File: src/hw/rtl/cbr_pkg.sv
// Shared types and constants for the circle brush row rasterizer.
package cbr_pkg;

  localparam logic [12:0] FULL_INTENSITY = 13'd4096;
  localparam int STEPS = 18;
  localparam int CNT_W = 5;

  localparam logic [1:0] REG_TEXTURE_WIDTH  = 2'd0;
  localparam logic [1:0] REG_TEXTURE_HEIGHT = 2'd1;
  localparam logic [1:0] REG_BRUSH_RADIUS   = 2'd2;
  localparam logic [1:0] REG_LINEAR_FALLOFF = 2'd3;

  typedef struct packed {
    logic        start;
    logic        ack;
    logic [10:0] d2;
    logic [5:0]  radius;
  } falloff_req_t;

  typedef struct packed {
    logic        done;
    logic [12:0] intensity;
  } falloff_rsp_t;

endpackage

File: src/hw/rtl/cbr_falloff.sv
// Iterative falloff engine: ceil sqrt then ceil divide on one shared subtractor.
module cbr_falloff (
  input  logic                   clk,
  input  logic                   rst,
  input  cbr_pkg::falloff_req_t  req,
  output cbr_pkg::falloff_rsp_t  rsp
);

  typedef enum logic [2:0] {
    S_IDLE, S_SQRT, S_ROUND, S_DIV, S_FIN, S_DONE
  } state_t;

  state_t                      state;
  logic [35:0]                 rad;
  logic [17:0]                 q;
  logic [20:0]                 rem;
  logic [cbr_pkg::CNT_W-1:0]   cnt;
  logic [5:0]                  radius;
  logic [12:0]                 intensity;

  logic [20:0] op_a;
  logic [20:0] op_b;
  logic [21:0] diff;
  logic        fits;
  logic        step_last;
  logic [18:0] k_full;
  logic [12:0] k_sat;

  // shared compare/subtract: sqrt trial or divide trial
  always_comb begin
    if (state == S_SQRT) begin
      op_a = {rem[18:0], rad[35:34]};
      op_b = {1'b0, q, 2'b01};
    end else begin
      op_a = {14'd0, rem[5:0], q[17]};
      op_b = {15'd0, radius};
    end
    diff = {1'b0, op_a} - {1'b0, op_b};
    fits = ~diff[21];
  end

  assign step_last = (cnt == cbr_pkg::CNT_W'(cbr_pkg::STEPS - 1));
  assign k_full    = {1'b0, q} + {18'd0, (rem[5:0] != 6'd0)};
  assign k_sat     = (k_full > {6'd0, cbr_pkg::FULL_INTENSITY}) ?
                     cbr_pkg::FULL_INTENSITY : k_full[12:0];

  always_ff @(posedge clk) begin
    if (rst) begin
      state <= S_IDLE;
    end else begin
      case (state)
        S_IDLE: begin
          if (req.start) begin
            rad    <= {1'b0, req.d2, 24'd0};
            q      <= '0;
            rem    <= '0;
            cnt    <= '0;
            radius <= req.radius;
            state  <= S_SQRT;
          end
        end
        S_SQRT: begin
          rem <= fits ? diff[20:0] : op_a;
          q   <= {q[16:0], fits};
          rad <= {rad[33:0], 2'b00};
          cnt <= cnt + 1'b1;
          if (step_last) begin
            state <= S_ROUND;
          end
        end
        S_ROUND: begin
          q     <= q + {17'd0, (rem != 21'd0)};
          rem   <= '0;
          cnt   <= '0;
          state <= S_DIV;
        end
        S_DIV: begin
          rem <= fits ? diff[20:0] : op_a;
          q   <= {q[16:0], fits};
          cnt <= cnt + 1'b1;
          if (step_last) begin
            state <= S_FIN;
          end
        end
        S_FIN: begin
          intensity <= cbr_pkg::FULL_INTENSITY - k_sat;
          state     <= S_DONE;
        end
        S_DONE: begin
          if (req.ack) begin
            state <= S_IDLE;
          end
        end
        default: state <= S_IDLE;
      endcase
    end
  end

  assign rsp.done      = (state == S_DONE);
  assign rsp.intensity = intensity;

endmodule

File: src/hw/rtl/circle_brush_row_rasterizer_core.sv
// Circle brush row rasterizer top level: row sequencer, config registers, output register.
// Transactions are taken only while idle; then one result per cycle per pixel while the
// output is not stalled and no painted pixel waits on the falloff. A row has 2r pixels.
// Linear: painted pixels wait for 18 sqrt and 18 divide steps of the shared subtractor.
// Synchronous reset sets registers to 1024, 1024, 8, 0 and empties the output.
module circle_brush_row_rasterizer_core #(
  parameter int MAX_RADIUS = 32
) (
  input  logic               clk,
  input  logic               rst,
  input  logic               cfg_we,
  input  logic [1:0]         cfg_index,
  input  logic [15:0]        cfg_data,
  input  logic               in_valid,
  output logic               in_ready,
  input  logic signed [16:0] center_x,
  input  logic signed [16:0] center_y,
  input  logic signed [5:0]  row_offset,
  output logic               out_valid,
  input  logic               out_ready,
  output logic [15:0]        pixel_x,
  output logic [15:0]        pixel_y,
  output logic               painted,
  output logic [12:0]        intensity,
  output logic               last
);

  typedef enum logic [1:0] {S_IDLE, S_PIXEL, S_WAIT} state_t;

  state_t state;

  logic [15:0] texture_width;
  logic [15:0] texture_height;
  logic [5:0]  brush_radius;
  logic        linear_falloff;

  logic signed [16:0] cx;
  logic signed [17:0] py;
  logic               y_in;
  logic [10:0]        dy2;
  logic [10:0]        r2;
  logic [5:0]         rr;
  logic signed [6:0]  dx;
  logic signed [6:0]  last_dx;
  logic               lin;

  logic [5:0]         r_eff;
  logic signed [17:0] py_in;
  logic signed [11:0] dysq;
  logic [11:0]        rsq;
  logic signed [17:0] px;
  logic               x_in;
  logic signed [13:0] dxsq;
  logic [11:0]        d2;
  logic               paint;
  logic               out_free;
  logic               row_end;
  logic               emit;

  cbr_pkg::falloff_req_t fo_req;
  cbr_pkg::falloff_rsp_t fo_rsp;

  always_ff @(posedge clk) begin
    if (rst) begin
      texture_width  <= 16'd1024;
      texture_height <= 16'd1024;
      brush_radius   <= 6'd8;
      linear_falloff <= 1'b0;
    end else if (cfg_we) begin
      case (cfg_index)
        cbr_pkg::REG_TEXTURE_WIDTH:  texture_width  <= cfg_data;
        cbr_pkg::REG_TEXTURE_HEIGHT: texture_height <= cfg_data;
        cbr_pkg::REG_BRUSH_RADIUS:   brush_radius   <= cfg_data[5:0];
        cbr_pkg::REG_LINEAR_FALLOFF: linear_falloff <= cfg_data[0];
        default: ;
      endcase
    end
  end

  always_comb begin
    if (brush_radius == 6'd0) begin
      r_eff = 6'd1;
    end else if (brush_radius > 6'(MAX_RADIUS)) begin
      r_eff = 6'(MAX_RADIUS);
    end else begin
      r_eff = brush_radius;
    end
    py_in = {center_y[16], center_y} + {{12{row_offset[5]}}, row_offset};
    dysq  = row_offset * row_offset;
    rsq   = {6'd0, r_eff} * {6'd0, r_eff};
  end

  assign px       = {cx[16], cx} + {{11{dx[6]}}, dx};
  assign x_in     = ~px[17] && (px[16:0] < {1'b0, texture_width});
  assign dxsq     = dx * dx;
  assign d2       = {1'b0, dxsq[10:0]} + {1'b0, dy2};
  assign paint    = x_in && y_in && (d2 <= {1'b0, r2});
  assign out_free = !out_valid || out_ready;
  assign row_end  = (dx == last_dx);
  assign in_ready = (state == S_IDLE);
  assign emit     = out_free && (((state == S_PIXEL) && !(paint && lin)) ||
                                 ((state == S_WAIT) && fo_rsp.done));

  assign fo_req.start  = (state == S_PIXEL) && out_free && paint && lin;
  assign fo_req.ack    = (state == S_WAIT) && out_free && fo_rsp.done;
  assign fo_req.d2     = d2[10:0];
  assign fo_req.radius = rr;

  cbr_falloff u_falloff (
    .clk (clk),
    .rst (rst),
    .req (fo_req),
    .rsp (fo_rsp)
  );

  always_ff @(posedge clk) begin
    if (rst) begin
      state     <= S_IDLE;
      out_valid <= 1'b0;
    end else begin
      if (emit) begin
        out_valid <= 1'b1;
      end else if (out_ready) begin
        out_valid <= 1'b0;
      end
      case (state)
        S_IDLE: begin
          if (in_valid) begin
            cx      <= center_x;
            py      <= py_in;
            y_in    <= ~py_in[17] && (py_in[16:0] < {1'b0, texture_height});
            dy2     <= dysq[10:0];
            r2      <= rsq[10:0];
            rr      <= r_eff;
            dx      <= 7'sd0 - $signed({1'b0, r_eff});
            last_dx <= $signed({1'b0, r_eff}) - 7'sd1;
            lin     <= linear_falloff;
            state   <= S_PIXEL;
          end
        end
        S_PIXEL: begin
          if (out_free) begin
            if (paint && lin) begin
              state <= S_WAIT;
            end else begin
              pixel_x   <= paint ? px[15:0] : 16'd0;
              pixel_y   <= paint ? py[15:0] : 16'd0;
              painted   <= paint;
              intensity <= paint ? cbr_pkg::FULL_INTENSITY : 13'd0;
              last      <= row_end;
              dx        <= dx + 7'sd1;
              if (row_end) begin
                state <= S_IDLE;
              end
            end
          end
        end
        S_WAIT: begin
          if (out_free && fo_rsp.done) begin
            pixel_x   <= px[15:0];
            pixel_y   <= py[15:0];
            painted   <= 1'b1;
            intensity <= fo_rsp.intensity;
            last      <= row_end;
            dx        <= dx + 7'sd1;
            state     <= row_end ? S_IDLE : S_PIXEL;
          end
        end
        default: state <= S_IDLE;
      endcase
    end
  end

  a_busy_after_accept: assert property (@(posedge clk) disable iff (rst)
    in_valid && in_ready |=> !in_ready)
    else $error("accepted a transaction but stayed ready");

  a_unpainted_zero: assert property (@(posedge clk) disable iff (rst)
    out_valid && !painted |-> pixel_x == 16'd0 && pixel_y == 16'd0 && intensity == 13'd0)
    else $error("unpainted result carries nonzero payload");

  a_intensity_range: assert property (@(posedge clk) disable iff (rst)
    out_valid |-> intensity <= cbr_pkg::FULL_INTENSITY)
    else $error("intensity above full scale");

  a_start_to_wait: assert property (@(posedge clk) disable iff (rst)
    fo_req.start |=> state == S_WAIT && !fo_rsp.done)
    else $error("falloff start did not enter wait");

  a_ack_needs_done: assert property (@(posedge clk) disable iff (rst)
    fo_req.ack |-> fo_rsp.done)
    else $error("falloff acknowledged before done");

endmodule
File: config.mk
export PLATFORM = sky130hd
export DESIGN_NAME = circle_brush_row_rasterizer_core
export DESIGN_NICKNAME = d
export VERILOG_FILES = /design/src/hw/rtl/cbr_pkg.sv /design/src/hw/rtl/cbr_falloff.sv /design/src/hw/rtl/circle_brush_row_rasterizer_core.sv
export SDC_FILE = /design/constraint.sdc
export NUM_CORES = 1
export LEC_CHECK = 0
export BUFFER_PORTS_ARGS = -buffer_cell sky130_fd_sc_hd__buf_4
export CAP_MARGIN = 5
export CORE_MARGIN = 4
export CORE_UTILIZATION = 45
export DETAILED_ROUTE_END_ITERATION = 8
export RECOVER_POWER = 100
export SLEW_MARGIN = 20
export SYNTH_ARGS = -nofsm -noshare
export SYNTH_HDL_FRONTEND = slang
export SYNTH_SLANG_ARGS = --single-unit
File: constraint.sdc
create_clock -name clk -period 12.4 [get_ports clk]
set_input_delay 1.86 -clock clk [delete_from_list [all_inputs] [get_ports clk]]
set_output_delay 1.86 -clock clk [all_outputs]
set_load 0.02 [all_outputs]
==> flow_summary.ini <==
[critical_path]
crit_slowest_cell = nor4b_1
required_ns = 12.55
cp_max_fo = 22
end_kind = flop
worst_ep_arrival_time_ns = 9.37
cp-start-kind = flop
crit_top_cell = inv_1
slowest_delay_ns = 1.13
crit_type = reg2reg

[clock_tree]
htreeDepth = 1
hold_buffers = 0
root_buffer = clkbuf_16
clock_sinks = 241
numCtsBuffers = 28
clkTransAtPathRegs_ns = 0.07
clkLatencyLatePin_ns = 0.56
cts_tree = yes
cts_max_path_buffers = 3
post_cts_buffers = 0
cts_resized = 0

[routing]
vias = 12628
m1WireLength_um = 19600
met2_length_um = 18500
first_iter_violations = 844
ant_nets = 0
via_per_inst = 5.39
wl_um = 41400
wire_per_inst_um = 17.6
top_layer = met4
drtPass1Iterations = 5
wl_met3_um = 2660
drc = 0

[cells_and_area]
regArea_um2 = 6790
drive_above_1_share_pct = 8.30
final_net_count = 2091
layout_commonest_cell = edfxtp_1
area_delta_synth_final_pct = 11.7
multi_input_area_um2 = 9440
layout_common_cells = edfxtp_1, nand2_1, ha_1
final_cells = 2345
fill_cells = 3468

[run_status]
violations = max-capacitance violations, max-slew violations
outcome = finished, violations left

[power_and_ir_drop]
vdd_ir_drop_max_mv = 0.337
powerDensity_nw_per_um2 = 299
leakage_uw = 0.00763

[placed_design]
dp_hpwl_um = 31500
place_congestion = 0.877
io_buffers = 111
dp_cells = 2291

[floorplanning]
rows = 71
die_h_um = 203
num_io_pins = 112
die_x_um = 203
core_area_um2 = 37600
die_area_um2 = 41300
start_util_pct = 45.6

[timing]
finalHoldViolations = 0
period_needed_ns = 9.21
drv_slew = 229
relSlewSlack_pct = -173
grt_setup_unrepaired = no
finClkSkew_ns = 0.0222
hold-worst-slack_ns = 0.420
worst_pin_slew_ns = 4.09
fmax_mhz = 109
setup_viol = 0
setup_tns_ns = 0
finalCritPeriodShare_pct = 74.3

[synth]
synth_area_um2 = 17100
synth_area_per_cell_um2 = 9.95
synth_top_flop_cell = edfxtp_1
synthArstFlopShare_pct = 0
yosysUniqueCellTypes = 85
synth_edf_count = 196
ys_ff_latch = 241
yosysWarnings = 0
yosysSeqAreaShare_pct = 39.6
syn-instance-count = 1722

[global_route]
grt_pass1_vias = 12482
grt_max_degree = 68
gr-total-overflow = 0
antenna_found_initial = 1
grt_pass1_wl_um = 66200
track_usage_pct = 19.8

[hold_path]
worst_hold_path_type = reg2reg

[flow_run]
cap_viol_max_count = 5
## metal layers
metal  up-vias  global-route usage (%)
li1       6225                       -
met1      6057                    28.7
met2       304                    31.4
met3        42                    3.50
met4         0                    4.02
met5         -                       0
## kinds of logic after synthesis
family | Yosys count | synth area share, %
XOR/XNOR | 121 | 6.19
adder cells (fa/ha/maj) | 218 | 18.2
multiplexers | 35 | 2.18
flip-flops | 241 | 39.6
AND/OR/NAND/NOR | 544 | 15.9
other | 2 | 0.0438
buffers and inverters | 232 | 5.19
AO/OA/AOI/OAI | 329 | 12.7
## cell type report
cell class / count / area share, %
multi-input cells: 1253 / 49.3
flip-flops and latches: 241 / 35.5
clock buffers: 32 / 3.90
repair buffers: 122 / 3.59
well taps: 511 / 3.34
inverters: 164 / 3.22
clock inverters: 20 / 1.12
diodes: 2 / 0.0262
## synth_stat cells, types with 6 or more instances
cell / number / area [um^2]
a211oi_1: 19 / 143
a21o_1: 20 / 150
a21oi_1: 114 / 571
a22oi_1: 6 / 45.0
a31o_2: 6 / 52.6
a31oi_1: 8 / 50.1
and2_1: 48 / 300
and3_1: 9 / 56.3
buf_2: 8 / 40.0
clkbuf_1: 53 / 199
dfxtp_1: 45 / 901
edfxtp_1: 196 / 5890
fa_1: 52 / 1040
ha_1: 166 / 2080
inv_1: 164 / 616
mux2_2: 18 / 203
mux2i_1: 17 / 170
nand2_1: 185 / 694
nand2b_1: 19 / 119
nand3_1: 37 / 185
nand4_1: 12 / 75.1
nor2_1: 112 / 420
nor2b_1: 48 / 300
nor3_1: 22 / 110
nor4_1: 13 / 81.3
o211ai_1: 6 / 45.0
o21a_1: 15 / 113
o21ai_0: 55 / 275
o21bai_1: 14 / 105
o41ai_1: 7 / 61.3
or2_2: 6 / 37.5
xnor2_1: 77 / 674
xor2_1: 44 / 385
## critical path: cells and delay by family, from the launching register on
kind / cells / cell delay, ns
compound gates: 4 / 1.05
xor+xnor: 3 / 0.43
fa+ha+maj: 7 / 2.80
buf+inv: 5 / 0.30
flops: 1 / 0.91
simple gates: 10 / 3.30
## worst paths after layout
check	from	to	slack (ns)	depth (start not counted)
worst max-delay path	dx[6]$_DFFE_PP_	u_falloff.radius[0]$_DFFE_PP_	3.19	29
worst min-delay path	rr[5]$_DFFE_PP_	u_falloff.radius[5]$_DFFE_PP_	0.42	0
worst max register to register	dx[6]$_DFFE_PP_	u_falloff.radius[0]$_DFFE_PP_	3.19	29
worst min register to register	rr[5]$_DFFE_PP_	u_falloff.radius[5]$_DFFE_PP_	0.42	0
## flip-flops by register name (all words and copies together) (netlist names), 16 cells and up
| register | cells |
|---|---|
| texture_height | 16 |
| cx | 17 |
| pixel_x | 16 |
| u_falloff.rem | 21 |
| pixel_y | 16 |
| u_falloff.q | 18 |
| texture_width | 16 |
| py | 16 |
## stage by stage
stage	setup WS (ns)	area, um^2	power (uW)	util [%]
after CTS	3.91	19400	5830	51.7
after global placement	4.28	18500	4800	49.2
after detailed placement	3.96	18500	4940	49.2
after floorplan	0.423	17100	4100	-
final	3.19	19100	5720	50.9
after global routing	2.41	19100	6270	50.9
## report_power, final
| group | total (uW) | internal (uW) | leakage (uW) | switching [uW] |
|---|---|---|---|---|
| registers | 1210 | 1130 | 0.00219 | 75.7 |
| clock network | 856 | 516 | 0.000471 | 340 |
| logic | 3660 | 1660 | 0.00497 | 1990 |
Note: power is estimated with default switching activity, not from simulation.
